===== src/ledb_pkg.sv =====
// ----------------------------------------------------------------------------
// ledb_pkg
// Shared types and constants of the decimal error-code LED blinker.
// ----------------------------------------------------------------------------
package ledb_pkg;

  localparam int CODE_WIDTH  = 27;
  localparam int CODE_DIGITS = 9;
  localparam int LEN_WIDTH   = 24;
  localparam int CNT_WIDTH   = $clog2(CODE_WIDTH + 1);

  localparam logic [2:0] REG_ERROR_CODE      = 3'd0;
  localparam logic [2:0] REG_BLINK_DISABLED  = 3'd1;
  localparam logic [2:0] REG_SHORT_TICKS     = 3'd2;
  localparam logic [2:0] REG_DIGIT_GAP_TICKS = 3'd3;
  localparam logic [2:0] REG_LONG_ON_TICKS   = 3'd4;
  localparam logic [2:0] REG_CYCLE_GAP_TICKS = 3'd5;
  localparam logic [2:0] REG_ERROR_ON_NORMAL = 3'd6;

  typedef logic [3:0] digit_t;

  typedef enum logic [2:0] {
    PH_START,
    PH_ON_S,
    PH_OFF_S,
    PH_ON_L,
    PH_DGAP,
    PH_CGAP
  } phase_t;

  typedef struct packed {
    logic                 code_zero;
    logic                 blink_disabled;
    logic [LEN_WIDTH-1:0] short_ticks;
    logic [LEN_WIDTH-1:0] digit_gap_ticks;
    logic [LEN_WIDTH-1:0] long_on_ticks;
    logic [LEN_WIDTH-1:0] cycle_gap_ticks;
    logic                 error_on_normal_led;
  } cfg_t;

  typedef struct packed {
    logic   normal_lamp;
    logic   error_lamp;
    digit_t shown_digit;
    logic   round_start;
  } result_t;

endpackage


===== src/ledb_bcd_conv.sv =====
// ----------------------------------------------------------------------------
// ledb_bcd_conv
// Shift-and-add-3 converter of the error code to decimal digits, one bit per
// cycle; holds the digits of the last code written.
// ----------------------------------------------------------------------------
module ledb_bcd_conv (
  input  logic                              clk,
  input  logic                              rst,
  input  logic                              start,
  input  logic [ledb_pkg::CODE_WIDTH-1:0]   code,
  output logic                              busy,
  output ledb_pkg::digit_t                  bcd [ledb_pkg::CODE_DIGITS]
);

  logic [ledb_pkg::CODE_WIDTH-1:0] bin;
  logic [ledb_pkg::CNT_WIDTH-1:0]  cnt;
  ledb_pkg::digit_t                adj [ledb_pkg::CODE_DIGITS];

  always_comb begin
    for (int i = 0; i < ledb_pkg::CODE_DIGITS; i++) begin
      adj[i] = (bcd[i] >= 4'd5) ? bcd[i] + 4'd3 : bcd[i];
    end
  end

  always_ff @(posedge clk) begin
    if (rst) begin
      busy <= 1'b0;
      cnt  <= '0;
      bin  <= '0;
      for (int i = 0; i < ledb_pkg::CODE_DIGITS; i++) bcd[i] <= '0;
    end else if (start) begin
      busy <= 1'b1;
      cnt  <= ledb_pkg::CNT_WIDTH'(ledb_pkg::CODE_WIDTH);
      bin  <= code;
      for (int i = 0; i < ledb_pkg::CODE_DIGITS; i++) bcd[i] <= '0;
    end else if (busy) begin
      bcd[0] <= {adj[0][2:0], bin[ledb_pkg::CODE_WIDTH-1]};
      for (int i = 1; i < ledb_pkg::CODE_DIGITS; i++) begin
        bcd[i] <= {adj[i][2:0], adj[i-1][3]};
      end
      bin <= {bin[ledb_pkg::CODE_WIDTH-2:0], 1'b0};
      cnt <= cnt - ledb_pkg::CNT_WIDTH'(1);
      if (cnt == ledb_pkg::CNT_WIDTH'(1)) busy <= 1'b0;
    end
  end

endmodule


===== src/ledb_blink_fsm.sv =====
// ----------------------------------------------------------------------------
// ledb_blink_fsm
// Round and pulse sequencer: advances one tick per request whose tick bit is
// set and forms the LED result of that request.
// ----------------------------------------------------------------------------
module ledb_blink_fsm #(
  parameter int DIGIT_COUNT = 9,
  parameter int TIMER_WIDTH = 24
) (
  input  logic              clk,
  input  logic              rst,
  input  logic              step,
  input  logic              tick,
  input  ledb_pkg::cfg_t    cfg,
  input  ledb_pkg::digit_t  bcd [ledb_pkg::CODE_DIGITS],
  output ledb_pkg::result_t result
);

  localparam logic [TIMER_WIDTH-1:0] ONE = {{(TIMER_WIDTH-1){1'b0}}, 1'b1};

  function automatic logic [TIMER_WIDTH-1:0] len_of(
    input logic [ledb_pkg::LEN_WIDTH-1:0] v
  );
    logic [31:0]            e;
    logic [TIMER_WIDTH-1:0] l;
    e = 32'(v);
    l = e[TIMER_WIDTH-1:0];
    return (l == '0) ? ONE : l;
  endfunction

  ledb_pkg::phase_t       phase, phase_next;
  logic [TIMER_WIDTH-1:0] phase_timer, phase_timer_next;
  logic [3:0]             digits_left, digits_left_next;
  logic [3:0]             pulses_left, pulses_left_next;
  ledb_pkg::digit_t       current_digit, current_digit_next;
  logic                   zero_round, zero_round_next;
  ledb_pkg::digit_t       digits [DIGIT_COUNT];
  ledb_pkg::digit_t       digits_next [DIGIT_COUNT];

  always_comb begin
    ledb_pkg::phase_t       b_phase;
    logic [TIMER_WIDTH-1:0] b_timer;
    logic [3:0]             b_dl;
    logic [3:0]             b_pulses;
    ledb_pkg::digit_t       b_cur;
    logic                   b_zr;
    logic [3:0]             first_dl;
    ledb_pkg::digit_t       first_d;
    ledb_pkg::digit_t       d;
    logic [3:0]             p;
    logic                   begin_round;
    logic                   on;
    logic                   do_end;
    logic                   do_start;

    begin_round = tick && (phase == ledb_pkg::PH_START);
    b_phase  = phase;
    b_timer  = phase_timer;
    b_dl     = digits_left;
    b_pulses = pulses_left;
    b_cur    = current_digit;
    b_zr     = zero_round;
    digits_next = digits;

    first_dl = '0;
    first_d  = '0;
    for (int i = 0; i < DIGIT_COUNT; i++) begin
      if (bcd[i] != '0) begin
        first_dl = 4'(i);
        first_d  = bcd[i];
      end
    end

    if (begin_round) begin
      b_zr     = cfg.code_zero;
      b_cur    = '0;
      b_pulses = '0;
      b_dl     = '0;
      for (int i = 0; i < DIGIT_COUNT; i++) digits_next[i] = bcd[i];
      if (cfg.blink_disabled) begin
        b_phase = ledb_pkg::PH_CGAP;
        b_timer = len_of(cfg.cycle_gap_ticks);
      end else if (cfg.code_zero) begin
        b_phase = ledb_pkg::PH_ON_L;
        b_timer = len_of(cfg.long_on_ticks);
      end else begin
        b_dl  = first_dl;
        b_cur = first_d;
        if (first_d != '0) begin
          b_pulses = first_d;
          b_phase  = ledb_pkg::PH_ON_S;
          b_timer  = len_of(cfg.short_ticks);
        end else begin
          b_phase = ledb_pkg::PH_ON_L;
          b_timer = len_of(cfg.long_on_ticks);
        end
      end
    end

    on = (b_phase == ledb_pkg::PH_ON_S) || (b_phase == ledb_pkg::PH_ON_L);
    result.round_start = begin_round;
    result.shown_digit = (on || b_phase == ledb_pkg::PH_OFF_S) ? b_cur : '0;
    result.normal_lamp = on && !cfg.blink_disabled && (b_zr || cfg.error_on_normal_led);
    result.error_lamp  = on && !cfg.blink_disabled && !(b_zr || cfg.error_on_normal_led);

    phase_next         = b_phase;
    phase_timer_next   = b_timer;
    digits_left_next   = b_dl;
    pulses_left_next   = b_pulses;
    current_digit_next = b_cur;
    zero_round_next    = b_zr;
    do_end   = 1'b0;
    do_start = 1'b0;
    d = '0;
    p = '0;

    if (tick && b_phase != ledb_pkg::PH_START) begin
      if (b_timer > ONE) begin
        phase_timer_next = b_timer - ONE;
      end else begin
        unique case (b_phase)
          ledb_pkg::PH_ON_S: begin
            phase_next       = ledb_pkg::PH_OFF_S;
            phase_timer_next = len_of(cfg.short_ticks);
          end
          ledb_pkg::PH_OFF_S: begin
            p = (b_pulses != '0) ? b_pulses - 4'd1 : '0;
            pulses_left_next = p;
            if (p != '0) begin
              phase_next       = ledb_pkg::PH_ON_S;
              phase_timer_next = len_of(cfg.short_ticks);
            end else begin
              do_end = 1'b1;
            end
          end
          ledb_pkg::PH_ON_L: do_end = 1'b1;
          ledb_pkg::PH_DGAP: begin
            for (int i = 0; i < DIGIT_COUNT; i++) begin
              if (b_dl == 4'(i + 1)) d = digits[i];
            end
            digits_left_next   = (b_dl != '0) ? b_dl - 4'd1 : '0;
            current_digit_next = d;
            do_start = 1'b1;
          end
          default: begin
            phase_next       = ledb_pkg::PH_START;
            phase_timer_next = '0;
          end
        endcase
      end
    end

    if (do_start) begin
      if (d != '0) begin
        pulses_left_next = d;
        phase_next       = ledb_pkg::PH_ON_S;
        phase_timer_next = len_of(cfg.short_ticks);
      end else begin
        phase_next       = ledb_pkg::PH_ON_L;
        phase_timer_next = len_of(cfg.long_on_ticks);
      end
    end

    if (do_end) begin
      current_digit_next = '0;
      if (!b_zr && b_dl != '0) begin
        phase_next       = ledb_pkg::PH_DGAP;
        phase_timer_next = len_of(cfg.digit_gap_ticks);
      end else begin
        phase_next       = ledb_pkg::PH_CGAP;
        phase_timer_next = len_of(cfg.cycle_gap_ticks);
      end
    end
  end

  always_ff @(posedge clk) begin
    if (rst) begin
      phase         <= ledb_pkg::PH_START;
      phase_timer   <= '0;
      digits_left   <= '0;
      pulses_left   <= '0;
      current_digit <= '0;
      zero_round    <= 1'b0;
    end else if (step) begin
      phase         <= phase_next;
      phase_timer   <= phase_timer_next;
      digits_left   <= digits_left_next;
      pulses_left   <= pulses_left_next;
      current_digit <= current_digit_next;
      zero_round    <= zero_round_next;
    end
  end

  always_ff @(posedge clk) begin
    if (step) begin
      digits <= digits_next;
    end
  end

endmodule


===== src/led_decimal_error_code_blinker_core.sv =====
// ----------------------------------------------------------------------------
// led_decimal_error_code_blinker_core
// Shows a configured error code as decimal digit blinks on two LEDs.
// ----------------------------------------------------------------------------
// Usage:
//   Each request on the in channel carries one tick bit; tick=1 advances the
//   blink timing by one tick, tick=0 holds it. Every request yields exactly
//   one result on the out channel: the LED drives, the digit being shown and
//   a round-start flag for that tick.
//   Each result is registered; one request is taken per cycle while in_stall
//   is low. A two-entry output buffer lets a request be taken while a result
//   waits; in_stall rises when both entries are full.
//   Writing error_code starts a digit conversion, one code bit per cycle;
//   during it cfg_ready is low and in_stall is high.
//   Configuration registers are indexed 0..6 on cfg_index; other indexes are
//   dropped. Lengths are read live; error_code is taken at each round start;
//   blink_disabled is checked at each round start and also gates the lamps live.
//   Reset (rst, synchronous) restores the register defaults, empties the
//   output buffer and arms a new round for the first tick.
// ----------------------------------------------------------------------------
module led_decimal_error_code_blinker_core #(
  parameter int DIGIT_COUNT = 9,
  parameter int TIMER_WIDTH = 24
) (
  input  logic        clk,
  input  logic        rst,
  input  logic        in_valid,
  output logic        in_stall,
  input  logic        tick,
  output logic        out_valid,
  input  logic        out_stall,
  output logic        normal_lamp,
  output logic        error_lamp,
  output logic [3:0]  shown_digit,
  output logic        round_start,
  input  logic        cfg_valid,
  output logic        cfg_ready,
  input  logic [2:0]  cfg_index,
  input  logic [26:0] cfg_data
);

  logic [ledb_pkg::CODE_WIDTH-1:0] error_code;
  logic                            blink_disabled;
  logic [ledb_pkg::LEN_WIDTH-1:0]  short_ticks;
  logic [ledb_pkg::LEN_WIDTH-1:0]  digit_gap_ticks;
  logic [ledb_pkg::LEN_WIDTH-1:0]  long_on_ticks;
  logic [ledb_pkg::LEN_WIDTH-1:0]  cycle_gap_ticks;
  logic                            error_on_normal_led;
  ledb_pkg::cfg_t                  cfg;
  logic                            conv_busy;
  logic                            conv_start;
  logic                            cfg_write;
  logic                            step;
  logic                            take;
  ledb_pkg::digit_t                bcd [ledb_pkg::CODE_DIGITS];
  ledb_pkg::result_t               result;
  ledb_pkg::result_t               out_q;
  ledb_pkg::result_t               skid_q;
  logic                            skid_valid;

  assign cfg_ready  = !conv_busy;
  assign cfg_write  = cfg_valid && cfg_ready;
  assign conv_start = cfg_write && (cfg_index == ledb_pkg::REG_ERROR_CODE);
  assign in_stall   = skid_valid || conv_busy;
  assign step       = in_valid && !in_stall;
  assign take       = out_valid && !out_stall;

  always_comb begin
    cfg.code_zero           = (error_code == '0);
    cfg.blink_disabled      = blink_disabled;
    cfg.short_ticks         = short_ticks;
    cfg.digit_gap_ticks     = digit_gap_ticks;
    cfg.long_on_ticks       = long_on_ticks;
    cfg.cycle_gap_ticks     = cycle_gap_ticks;
    cfg.error_on_normal_led = error_on_normal_led;
  end

  always_ff @(posedge clk) begin
    if (rst) begin
      error_code          <= '0;
      blink_disabled      <= 1'b0;
      short_ticks         <= 24'd200;
      digit_gap_ticks     <= 24'd500;
      long_on_ticks       <= 24'd1000;
      cycle_gap_ticks     <= 24'd1000;
      error_on_normal_led <= 1'b1;
    end else if (cfg_write) begin
      unique case (cfg_index)
        ledb_pkg::REG_ERROR_CODE:      error_code <= cfg_data;
        ledb_pkg::REG_BLINK_DISABLED:  blink_disabled <= cfg_data[0];
        ledb_pkg::REG_SHORT_TICKS:     short_ticks <= cfg_data[23:0];
        ledb_pkg::REG_DIGIT_GAP_TICKS: digit_gap_ticks <= cfg_data[23:0];
        ledb_pkg::REG_LONG_ON_TICKS:   long_on_ticks <= cfg_data[23:0];
        ledb_pkg::REG_CYCLE_GAP_TICKS: cycle_gap_ticks <= cfg_data[23:0];
        ledb_pkg::REG_ERROR_ON_NORMAL: error_on_normal_led <= cfg_data[0];
        default: ;
      endcase
    end
  end

  ledb_bcd_conv u_conv (
    .clk   (clk),
    .rst   (rst),
    .start (conv_start),
    .code  (cfg_data),
    .busy  (conv_busy),
    .bcd   (bcd)
  );

  ledb_blink_fsm #(
    .DIGIT_COUNT (DIGIT_COUNT),
    .TIMER_WIDTH (TIMER_WIDTH)
  ) u_fsm (
    .clk    (clk),
    .rst    (rst),
    .step   (step),
    .tick   (tick),
    .cfg    (cfg),
    .bcd    (bcd),
    .result (result)
  );

  always_ff @(posedge clk) begin
    if (rst) begin
      out_valid  <= 1'b0;
      skid_valid <= 1'b0;
    end else if (!out_valid || take) begin
      if (skid_valid) begin
        out_valid  <= 1'b1;
        skid_valid <= step;
      end else begin
        out_valid <= step;
      end
    end else if (step) begin
      skid_valid <= 1'b1;
    end
  end

  always_ff @(posedge clk) begin
    if (!out_valid || take) begin
      if (skid_valid) begin
        out_q  <= skid_q;
        skid_q <= result;
      end else begin
        out_q <= result;
      end
    end else if (step) begin
      skid_q <= result;
    end
  end

  assign normal_lamp = out_q.normal_lamp;
  assign error_lamp  = out_q.error_lamp;
  assign shown_digit = out_q.shown_digit;
  assign round_start = out_q.round_start;

endmodule

===== config.mk =====
export PLATFORM = sky130hd
export DESIGN_NAME = led_decimal_error_code_blinker_core
export DESIGN_NICKNAME = d
export VERILOG_FILES = /design/src/ledb_pkg.sv /design/src/ledb_bcd_conv.sv /design/src/ledb_blink_fsm.sv /design/src/led_decimal_error_code_blinker_core.sv
export SDC_FILE = /design/constraint.sdc
export NUM_CORES = 1
export LEC_CHECK = 0
export ABC_AREA = 0
export BUFFER_PORTS_ARGS = -buffer_cell sky130_fd_sc_hd__buf_2
export CAP_MARGIN = 30
export CORE_MARGIN = 3
export CORE_UTILIZATION = 42
export DETAILED_ROUTE_END_ITERATION = 6
export PLACE_DENSITY = 0.62
export SLEW_MARGIN = 20
export SYNTH_ARGS = -nofsm -noshare
export SYNTH_HDL_FRONTEND = slang
export SYNTH_SLANG_ARGS = --single-unit

===== constraint.sdc =====
create_clock -name clk -period 4.6 [get_ports clk]
set_input_delay 0 -clock clk [delete_from_list [all_inputs] [get_ports clk]]
set_output_delay 0 -clock clk [all_outputs]
set_load 0.05 [all_outputs]

* Word-level counts from Yosys, hierarchy flattened *
Index checks and enable logic that the tools add are counted.

word-level totals
  output and inout port bits = 10
  logic and storage cells = 260
  bits in registers = 286

operators by class
  eq/ne operators = 21
  order comparisons = 10
  reduce and logical (&&, ||, !) cells = 57
  mux-type cells = 114
  add/subtract/negate cells = 13

operators with widths
  operator                                                                           count
  24-bit two-way mux                                                                 15
  4-bit two-way mux                                                                  55
  24-bit zero test                                                                   4
  24-bit case mux with 3 select lines                                                1
  4-bit nonzero test                                                                 14
  27-bit two-way mux                                                                 2
  3-bit two-way mux                                                                  13
  4-bit by 3-bit >= comparator with 1-bit output (second input constant)             9
  4-bit by 2-bit adder with 4-bit output (second input constant)                     8
  7-bit two-way mux                                                                  4
  27-bit zero test                                                                   1
  24-bit by 1-bit greater-than comparator with 1-bit output (second input constant)  1
  24-bit by 1-bit subtractor with 24-bit output (second input constant)              1
  2-bit AND reduction                                                                9
  4-bit by 3-bit == test with 1-bit output (second input constant)                   4
  1-bit two-way mux                                                                  16
  3-bit by 2-bit == test with 1-bit output (second input constant)                   4
  3-bit == test (second input constant)                                              4
  1-bit logical AND                                                                  10
  5-bit two-way mux                                                                  2
  3-bit case mux with 3 select lines                                                 1
  4-bit by 2-bit == test with 1-bit output (second input constant)                   2
  4-bit == test (second input constant)                                              2
  2-bit two-way mux                                                                  4
  other kinds (14)                                                                   29

* Logic depth before layout (Yosys ltp) *
Gate-level depths: netlist (run 1).

  depth after elaboration = 29
  gate-level depth with buffers = 22
  mapped depth without buffers = 18

* Modules after synthesis *
Synthesis (run 1) repeated with hierarchy kept, for this count alone.

second synthesis, totals
  cell total of the unflattened synthesis = 1,890
  area, all modules = 16,707.3 um^2

modules (own cells, without submodules)
  module                               cells each  instances  area an instance (um^2)
  ledb_blink_fsm                       999         1          7,629.8
  led_decimal_error_code_blinker_core  498         1          5,619.1
  ledb_bcd_conv                        393         1          3,458.3

* Worst setup path before layout (run 1) *
Ideal clock, no wire load.

  kind = register -> register
  start = reg u_conv.bcd[4] in the netlist's numbering
  end = reg u_fsm.phase_timer[14]
  stages on the path, launching flop included = 22
  required time = 4.462 ns
  slack = 0.260 ns
  path buffers = 4
  arrival time = 4.203 ns
  period minus slack after synthesis = 4.340 ns
  path through = dfxtp_1 inv_1 ha_1 or3b_1 buf_6 a211oi_2 a211oi_1 a21oi_4 nand4_2 or3_1 a22oi_1 ha_1 o22a_1 and3_1 and4_1 buf_4 nand3_2 buf_2 buf_2 mux2i_1 a211oi_1 a211oi_2

between the ends
  cells in the longest elaborated chain, start to end = 23
  elaborated cells on any way between the ends = 73
  classes of those cells = add/sub (2); order compare (1); eq/ne (13); mux (47); reduce/logical (10)

ends and longest elaborated chain
  what                                      RTL line               text
  start: declaration                        ledb_bcd_conv.sv:12    output ledb_pkg::digit_t bcd [ledb_pkg::CODE_DIGITS]
  start signal: indexed assignment          ledb_bcd_conv.sv:39    bcd[i] <= {adj[i][2:0], adj[i-1][3]};
  4-bit nonzero test                        ledb_blink_fsm.sv:68   if (bcd[i] != '0) begin
  3-bit two-way mux                         ledb_blink_fsm.sv:68
  4-bit two-way mux                         ledb_blink_fsm.sv:68
  4-bit two-way mux                         ledb_blink_fsm.sv:83   end else if (cfg.code_zero) begin
  4-bit two-way mux                         ledb_blink_fsm.sv:80   if (cfg.blink_disabled) begin
  4-bit two-way mux                         ledb_blink_fsm.sv:74   if (begin_round) begin
  4-bit by 1-bit == test with 1-bit output  ledb_blink_fsm.sv:139  if (b_dl == 4'(i + 1)) d = digits[i];
  4-bit two-way mux (9 in a row)            ledb_blink_fsm.sv:139
  4-bit two-way mux                         ledb_blink_fsm.sv:121  unique case (b_phase)
  4-bit two-way mux                         ledb_blink_fsm.sv:118  if (b_timer > ONE) begin
  4-bit two-way mux                         ledb_blink_fsm.sv:117  if (tick && b_phase != ledb_pkg::PH_START) begin
  4-bit nonzero test                        ledb_blink_fsm.sv:154  if (d != '0) begin
  24-bit two-way mux                        ledb_blink_fsm.sv:154
  24-bit two-way mux                        ledb_blink_fsm.sv:153  if (do_start) begin
  24-bit two-way mux (*)                    ledb_blink_fsm.sv:164  if (do_end) begin
  end signal: assignment                    ledb_blink_fsm.sv:186  phase_timer <= phase_timer_next;
  end: declaration                          ledb_blink_fsm.sv:32   logic [TIMER_WIDTH-1:0] phase_timer, phase_timer_next;

Every way passes the cells marked *; elsewhere a longest branch is shown, timed or not.
A chain may end at the register's enable or synchronous reset.

* Final worst setup path (run 1) *
  start = reg u_conv.bcd[28] in the netlist's numbering
  end = reg u_fsm.phase_timer[23]

between the ends
  cells in the longest elaborated chain, start to end = 29
  elaborated cells on any way between the ends = 85
  classes of those cells = add/sub (2); order compare (1); eq/ne (13); mux (59); reduce/logical (10)

ends and longest elaborated chain
  what                                      RTL line
  4-bit nonzero test                        ledb_blink_fsm.sv:68
  1-bit two-way mux                         ledb_blink_fsm.sv:68
  2-bit two-way mux (2 in a row)            ledb_blink_fsm.sv:68
  3-bit two-way mux (4 in a row)            ledb_blink_fsm.sv:68
  4-bit two-way mux                         ledb_blink_fsm.sv:68
  4-bit two-way mux                         ledb_blink_fsm.sv:83
  4-bit two-way mux                         ledb_blink_fsm.sv:80
  4-bit two-way mux                         ledb_blink_fsm.sv:74
  4-bit by 1-bit == test with 1-bit output  ledb_blink_fsm.sv:139
  4-bit two-way mux (9 in a row)            ledb_blink_fsm.sv:139
  4-bit two-way mux                         ledb_blink_fsm.sv:121
  4-bit two-way mux                         ledb_blink_fsm.sv:118
  4-bit two-way mux                         ledb_blink_fsm.sv:117
  4-bit nonzero test                        ledb_blink_fsm.sv:154
  24-bit two-way mux                        ledb_blink_fsm.sv:154
  24-bit two-way mux                        ledb_blink_fsm.sv:153
  24-bit two-way mux (*)                    ledb_blink_fsm.sv:164

Marked as above.

==> run metrics, run 1 <==
status=completed; clock buffers created by TritonCTS=34; total negative slack=0 ps; worst-case setup margin in the final layout=103 ps; path category of the worst min-delay check=in2reg; PD cells=345 mW/mm2; overall die height=201 um; placed wire-length estimate=42500 um; Max Fanout on Critical Path=6; wire length reported by the detailed router=58500 um; part of the power in combinational logic=0.186; gp weighted congestion=0.978; final clock period utilization by the worst path=0.978; Synth-to-Final Area Change=23.9%; final-report setup violation count=0; area of the die=0.0403 mm2; pin count of the biggest net entering global routing=75; startpoint-to-endpoint class of the critical path=reg2reg; final cell area excluding filler cells=0.0197 mm2; Critical Path AT=4920 ps; overall power=6.80 mW; nets=2207; via count of the first global-routing pass=14800; wire length of the first global-routing pass=88600 um; slowest stage cell, crit path=a31oi_1; Mapped Avg Cell Area=8.12 um2; Die Wd=201 um; Port-buffer cells=45; max incr delay on CP=460 ps; worst path cell trace=inv_2 > ha_4 > or3b_4 > a32oi_2 > o211ai_1 > buf_4 > a21oi_4 > buf_12 > nand4_2 > buf_4 > a41o_1 > a31oi_1 > buf_4 > and4_1 > nand4_2 > or4_1 > xor2_1 > o211ai_1 > a221o_1; capturing element type of the critical path=flop; number of antenna violations at the first check in global routing=0; number of clock sinks=286; Max Clk Rate=222 MHz; number of design rule violations left after detail routing=0; cell area after synthesis=0.0159 mm2; deepest level of the CTS H-tree=2; overall track demand over capacity in global routing=0.277; FF+latch count, synth=286; total nets after synthesis=2020; peak supply drop=278 uV; actual slew at the worst max-slew pin=945 ps; Overflow after GRT=0; clock transition time at the flip-flop clock pins of the worst setup and hold paths=60 ps; Vias/cell=6.01; cell at the root of the clock tree=clkbuf_16; number of max-slew violations in the final report=0; Hold Path Cell Cnt=3; Max-slew headroom=0.368; routed length per placed instance=21.9 um; DP Area=0.0177 mm2; commonest cells after routing, fill and taps aside=nand2_1, dfxtp_1, a21oi_1, buf_4, nor2_1; cell internal power dissipation=4.80 mW; Register-to-Register Path Depth=19; Register-to-Register Setup Slack=100 ps; most common cell after layout, fill and taps aside=nand2_1; Antenna diodes=0; starting density of the core=0.430; DRC marker count from the first detailed-route iteration=1784; Lkg Pwr=7.47 nW; Net Sw Frac=0.294; first drt pass iteration count=6; commonest register cell after synthesis=dfxtp_1; data required time of the critical path=5020 ps; Yosys cell types=100; detailed-route via count=16100; clk_lat worst skew=540 ps; clock tree from TritonCTS=yes; EDFF count, synth=50; yosys synthesis warning count=0; crit path time final=4500 ps; post-synthesis instance total=1959; row count=70; share of the yosys chip area belonging to registers=0.391; share of synthesized registers carrying an async set or reset=0; Net Switching=2.00 mW; most frequent CP cell=buf_4; Final Skew=23.9 ps; number of nets with antenna violations after detailed routing=0; I/O pin count=46; share of layout cells above drive strength 1=0.212; core utilization of the finished layout=0.533; number of max-cap violations=0; buffer depth of the longest clock path=3; fraction of power consumed by sequential logic=0.398; number of hold violations in the final report=0; pre-CTS setup slack=-117 ps; kind of launch point of the worst setup path=flop; area inside the core boundary=0.0370 mm2; fraction of power consumed by the clock network=0.416
## final timing paths
| path | start | end |
|---|---|---|
| worst max-delay path | u_conv.bcd[28] | u_fsm.phase_timer[23] |
| worst min-delay path | out_stall | skid_valid |
| worst max register to register | u_conv.bcd[28] | u_fsm.phase_timer[23] |
| worst min register to register | error_code[3] | error_code[3] |
## per-stage QoR
step                      std cells  hold WS [ps]
after floorplan                1959           124
after global placement         2563           285
after detailed placement       2563           287
after CTS                      2655          16.5
after global routing           2675          66.3
final                          2675          25.7
## worst max-delay path: cells and delay by family, from the launching register on
| family | cells | cell delay [ps] |
|---|---|---|
| compound gates | 7 | 1540 |
| xor+xnor | 1 | 160 |
| buf+inv | 5 | 830 |
| flops | 1 | 310 |
| simple gates | 5 | 1400 |
| fa+ha+maj | 1 | 150 |
## final cells by class
| cell class | instances | area (um2) |
|---|---|---|
| clock inverters | 15 | 213 |
| repair buffers | 284 | 2190 |
| well taps | 504 | 631 |
| multi-input cells | 1505 | 9360 |
| clock buffers | 46 | 956 |
| fillers | 3481 | 17300 |
| inverters | 35 | 131 |
| flip-flops and latches | 286 | 6230 |
## sequential cells by signal, summed over array words and instances (netlist names), 27 cells and up
| name | flops |
|---|---|
| u_conv.bcd | 36 |
| u_fsm.digits | 36 |
| error_code | 27 |
| u_conv.bin | 27 |
## cell families (layout without fill, tap and decap cells)
group / after synthesis / count (layout) / synth area share
flops: 286 / 286 / 0.391
xor+xnor: 24 / 24 / 0.0132
fa+ha+maj: 25 / 25 / 0.0197
simple gates: 810 / 810 / 0.243
compound gates: 541 / 541 / 0.219
buf+inv: 168 / 380 / 0.0448
mux: 105 / 105 / 0.0694
## power by group through the flow
stage	clock (mW)	combinational (mW)	sequential (mW)
2_1_floorplan	0	0.686	2.75
3_3_place_gp	0	1.17	2.76
3_5_place_dp	0	1.17	2.76
4_1_cts	2.87	1.20	2.70
5_1_grt	2.98	1.35	2.71
6_report	2.83	1.27	2.71
## layer usage
layer  up-vias  global-route usage  part of all wire
met2       722               0.396              0.42
met4         0              0.0946             0.035
met1      7739               0.410              0.45
met5         -                   0                 0
met3       139              0.0628             0.092
li1       7471                   -                 -
## Yosys cell counts (all sizes together) (5+ instances only)
cell type | count | area share
nand2 | 388 | 0.092
dfxtp | 236 | 0.30
a21oi | 227 | 0.072
nor2 | 129 | 0.031
o21ai | 108 | 0.034
clkbuf | 90 | 0.021
nand3 | 67 | 0.023
mux2i | 63 | 0.040
edfxtp | 50 | 0.094
buf | 43 | 0.015
mux2 | 42 | 0.030
nor4 | 41 | 0.019
nor3 | 37 | 0.013
inv | 33 | 0.0078
and3 | 31 | 0.012
ha | 25 | 0.020
nand4 | 22 | 0.0094
a31oi | 17 | 0.0071
a211oi | 16 | 0.0088
nand2b | 16 | 0.0063
a22oi | 14 | 0.0066
xnor2 | 14 | 0.0077
nor2b | 13 | 0.0051
nor3b | 11 | 0.0058
or4 | 11 | 0.0052
a21o | 10 | 0.0047
a221o | 10 | 0.0063
o211ai | 10 | 0.0047
o21a | 10 | 0.0047
o22ai | 10 | 0.0039
or3b | 10 | 0.0055
xor2 | 10 | 0.0055
and2 | 9 | 0.0035
o221ai | 9 | 0.0065
o31ai | 9 | 0.0042
or3 | 9 | 0.0035
a221oi | 8 | 0.0044
o31a | 8 | 0.0044
a31o | 7 | 0.0039
a32oi | 7 | 0.0039
a2111oi | 6 | 0.0042
a41o | 5 | 0.0031
a41oi | 5 | 0.0044
## timing repair
action | 4_1_cts | 5_1_grt
gates resized for setup | 10 | 68
setup buffers | 0 | 16
endpoints found under the setup margin | 12 | 38
pin swaps | 3 | 21
endpoints found under the hold margin | 164 | 0
hold buffers | 31 | 0
No activity file was read; power rests on OpenSTA's default activity.
==> run 2: changes to the inputs <==
- PLACE_DENSITY: 0.62 -> 0.59
- clock period: 4.6 -> 4.7 ns (I/O delays scaled with it)
==> run metrics, run 2 (synthesized netlist as in run 1, its figures left out) <==
clock tree from TritonCTS=yes; pre-CTS setup slack=25.8 ps; worst-case setup margin in the final layout=171 ps; crit path time final=4530 ps; status=completed; worst path cell trace=inv_1 > ha_1 > or3b_4 > nor4_4 > a21oi_4 > buf_12 > a41o_1 > buf_4 > a311oi_2 > buf_4 > o221ai_2 > nor4_4 > buf_12 > nand4_2 > or4_1 > xor2_1 > o211ai_1 > a221o_1; Max Fanout on Critical Path=18; cell at the root of the clock tree=clkbuf_16; area of the die=0.0403 mm2; number of max-slew violations in the final report=0; Critical Path AT=4970 ps; Overflow after GRT=0; clock buffers created by TritonCTS=34; commonest cells after routing, fill and taps aside=nand2_1, dfxtp_1, a21oi_1, buf_4, nor2_1; WP buf/inv=5; slowest stage cell, crit path=or3b_4; Port-buffer cells=45; most common cell after layout, fill and taps aside=nand2_1; peak supply drop=305 uV; startpoint-to-endpoint class of the critical path=reg2reg; overall die height=201 um; routed length per placed instance=22.1 um; clock transition time at the flip-flop clock pins of the worst setup and hold paths=60 ps; DRC marker count from the first detailed-route iteration=1792; cell type group with the largest total delay on the critical path=simple AND/OR/NAND/NOR gates; path category of the worst min-delay check=in2reg; actual slew at the worst max-slew pin=1020 ps; Vias/cell=5.96; share of layout cells above drive strength 1=0.180; first drt pass iteration count=6; number of nets with antenna violations after detailed routing=0; Final Skew=27.9 ps; gp weighted congestion=0.972; final clock period utilization by the worst path=0.964; row count=70; Max-slew headroom=0.319; area inside the core boundary=0.0370 mm2; capturing element type of the critical path=flop; nets=2155; buffer depth of the longest clock path=3; overall track demand over capacity in global routing=0.276; wire length reported by the detailed router=58000 um; Max Clk Rate=221 MHz; data required time of the critical path=5140 ps; number of max-cap violations=0; starting density of the core=0.430; wire length of the first global-routing pass=87900 um; Die Wd=201 um; kind of launch point of the worst setup path=flop; placed wire-length estimate=42900 um; number of antenna violations at the first check in global routing=0; via count of the first global-routing pass=14400; final-report setup violation count=0; Synth-to-Final Area Change=20.7%; registers with the most flip-flops=u_conv.bcd x36, u_fsm.digits x36; PD cells=350 mW/mm2; number of design rule violations left after detail routing=0; Inst Count DP=2524; number of hold violations in the final report=0; max incr delay on CP=450 ps; detailed-route via count=15600; Lkg Pwr=7.19 nW; I/O pin count=46; clk_lat worst skew=550 ps; deepest level of the CTS H-tree=2; number of clock sinks=286; final cell count without fillers=2625; pin count of the biggest net entering global routing=88
==> run 2: changes by cell type in the layout (fill, tap and decap cells not counted), sizes merged <==
| cell | before | now |
|---|---|---|
| bufinv | 4 | 6 |
| buf | 252 | 198 |
| diode | 0 | 1 |
| inv | 34 | 33 |
| clkinvlp | 0 | 2 |
| dlygate4sd3 | 31 | 33 |
| clkinv | 12 | 14 |
| clkbuf | 47 | 43 |
==> run 2: layout make-up <==
cell class,instances,area [um2]
Timing Repair Buffer,232,1820
Multi-Input combinational cell,1505,9170
Fill cell,3553,17800
Clock buffer,42,921
Clock inverter,20,299
Antenna cell,1,2.50
Sequential cell,286,6230
Inverter,35,131
Tap cell,504,631
==> run 2: tightest hold or removal path, cell delays in order <==
cell	delay, ps
buf_2	100
nand2_1	310
nor3_1	90
==> run 2: worst paths after layout <==
path                  start               endpoint  slack (ps)  cells past startpoint
max          u_conv.bcd[12]  u_fsm.phase_timer[23]         170                     18
min               out_stall             skid_valid          20                      3
max reg2reg  u_conv.bcd[12]  u_fsm.phase_timer[23]         170                     18
min reg2reg   error_code[7]          error_code[7]         450                      2
==> run 2: per-stage QoR <==
step	instance area [um2]	power [mW]	hold slack [ps]	utilization	TNS (ps)
after floorplan	15900	3.36	124	-	0
after global placement	17400	3.83	275	0.471	0
after detailed placement	17400	3.83	282	0.472	0
after CTS	19000	6.70	17.9	0.514	0
after global routing	19200	6.92	62.1	0.519	-4.84
final	19200	6.72	17.4	0.520	0
==> run 2: power breakdown <==
group / switching (mW) / leakage (nW) / internal [mW]
sequential: 0.0772 / 2.40 / 2.58
combinational: 0.764 / 4.20 / 0.440
clock: 1.12 / 0.591 / 1.74
total: 1.96 / 7.19 / 4.76
==> run 2: timing repair <==
action,CTS,global route
hold buffers,33,0
setup endpoints to repair,0,37
buffers inserted,0,3
endpoints found under the hold margin,159,0
resized for setup,0,40
==> run 2: layer usage <==
| metal | vias to the layer above | part of all wire | track usage |
|---|---|---|---|
| li1 | 7386 | - | - |
| met1 | 7438 | 0.47 | 0.423 |
| met2 | 711 | 0.42 | 0.400 |
| met3 | 99 | 0.091 | 0.0462 |
| met4 | 0 | 0.026 | 0.0713 |
| met5 | - | 0 | 0 |
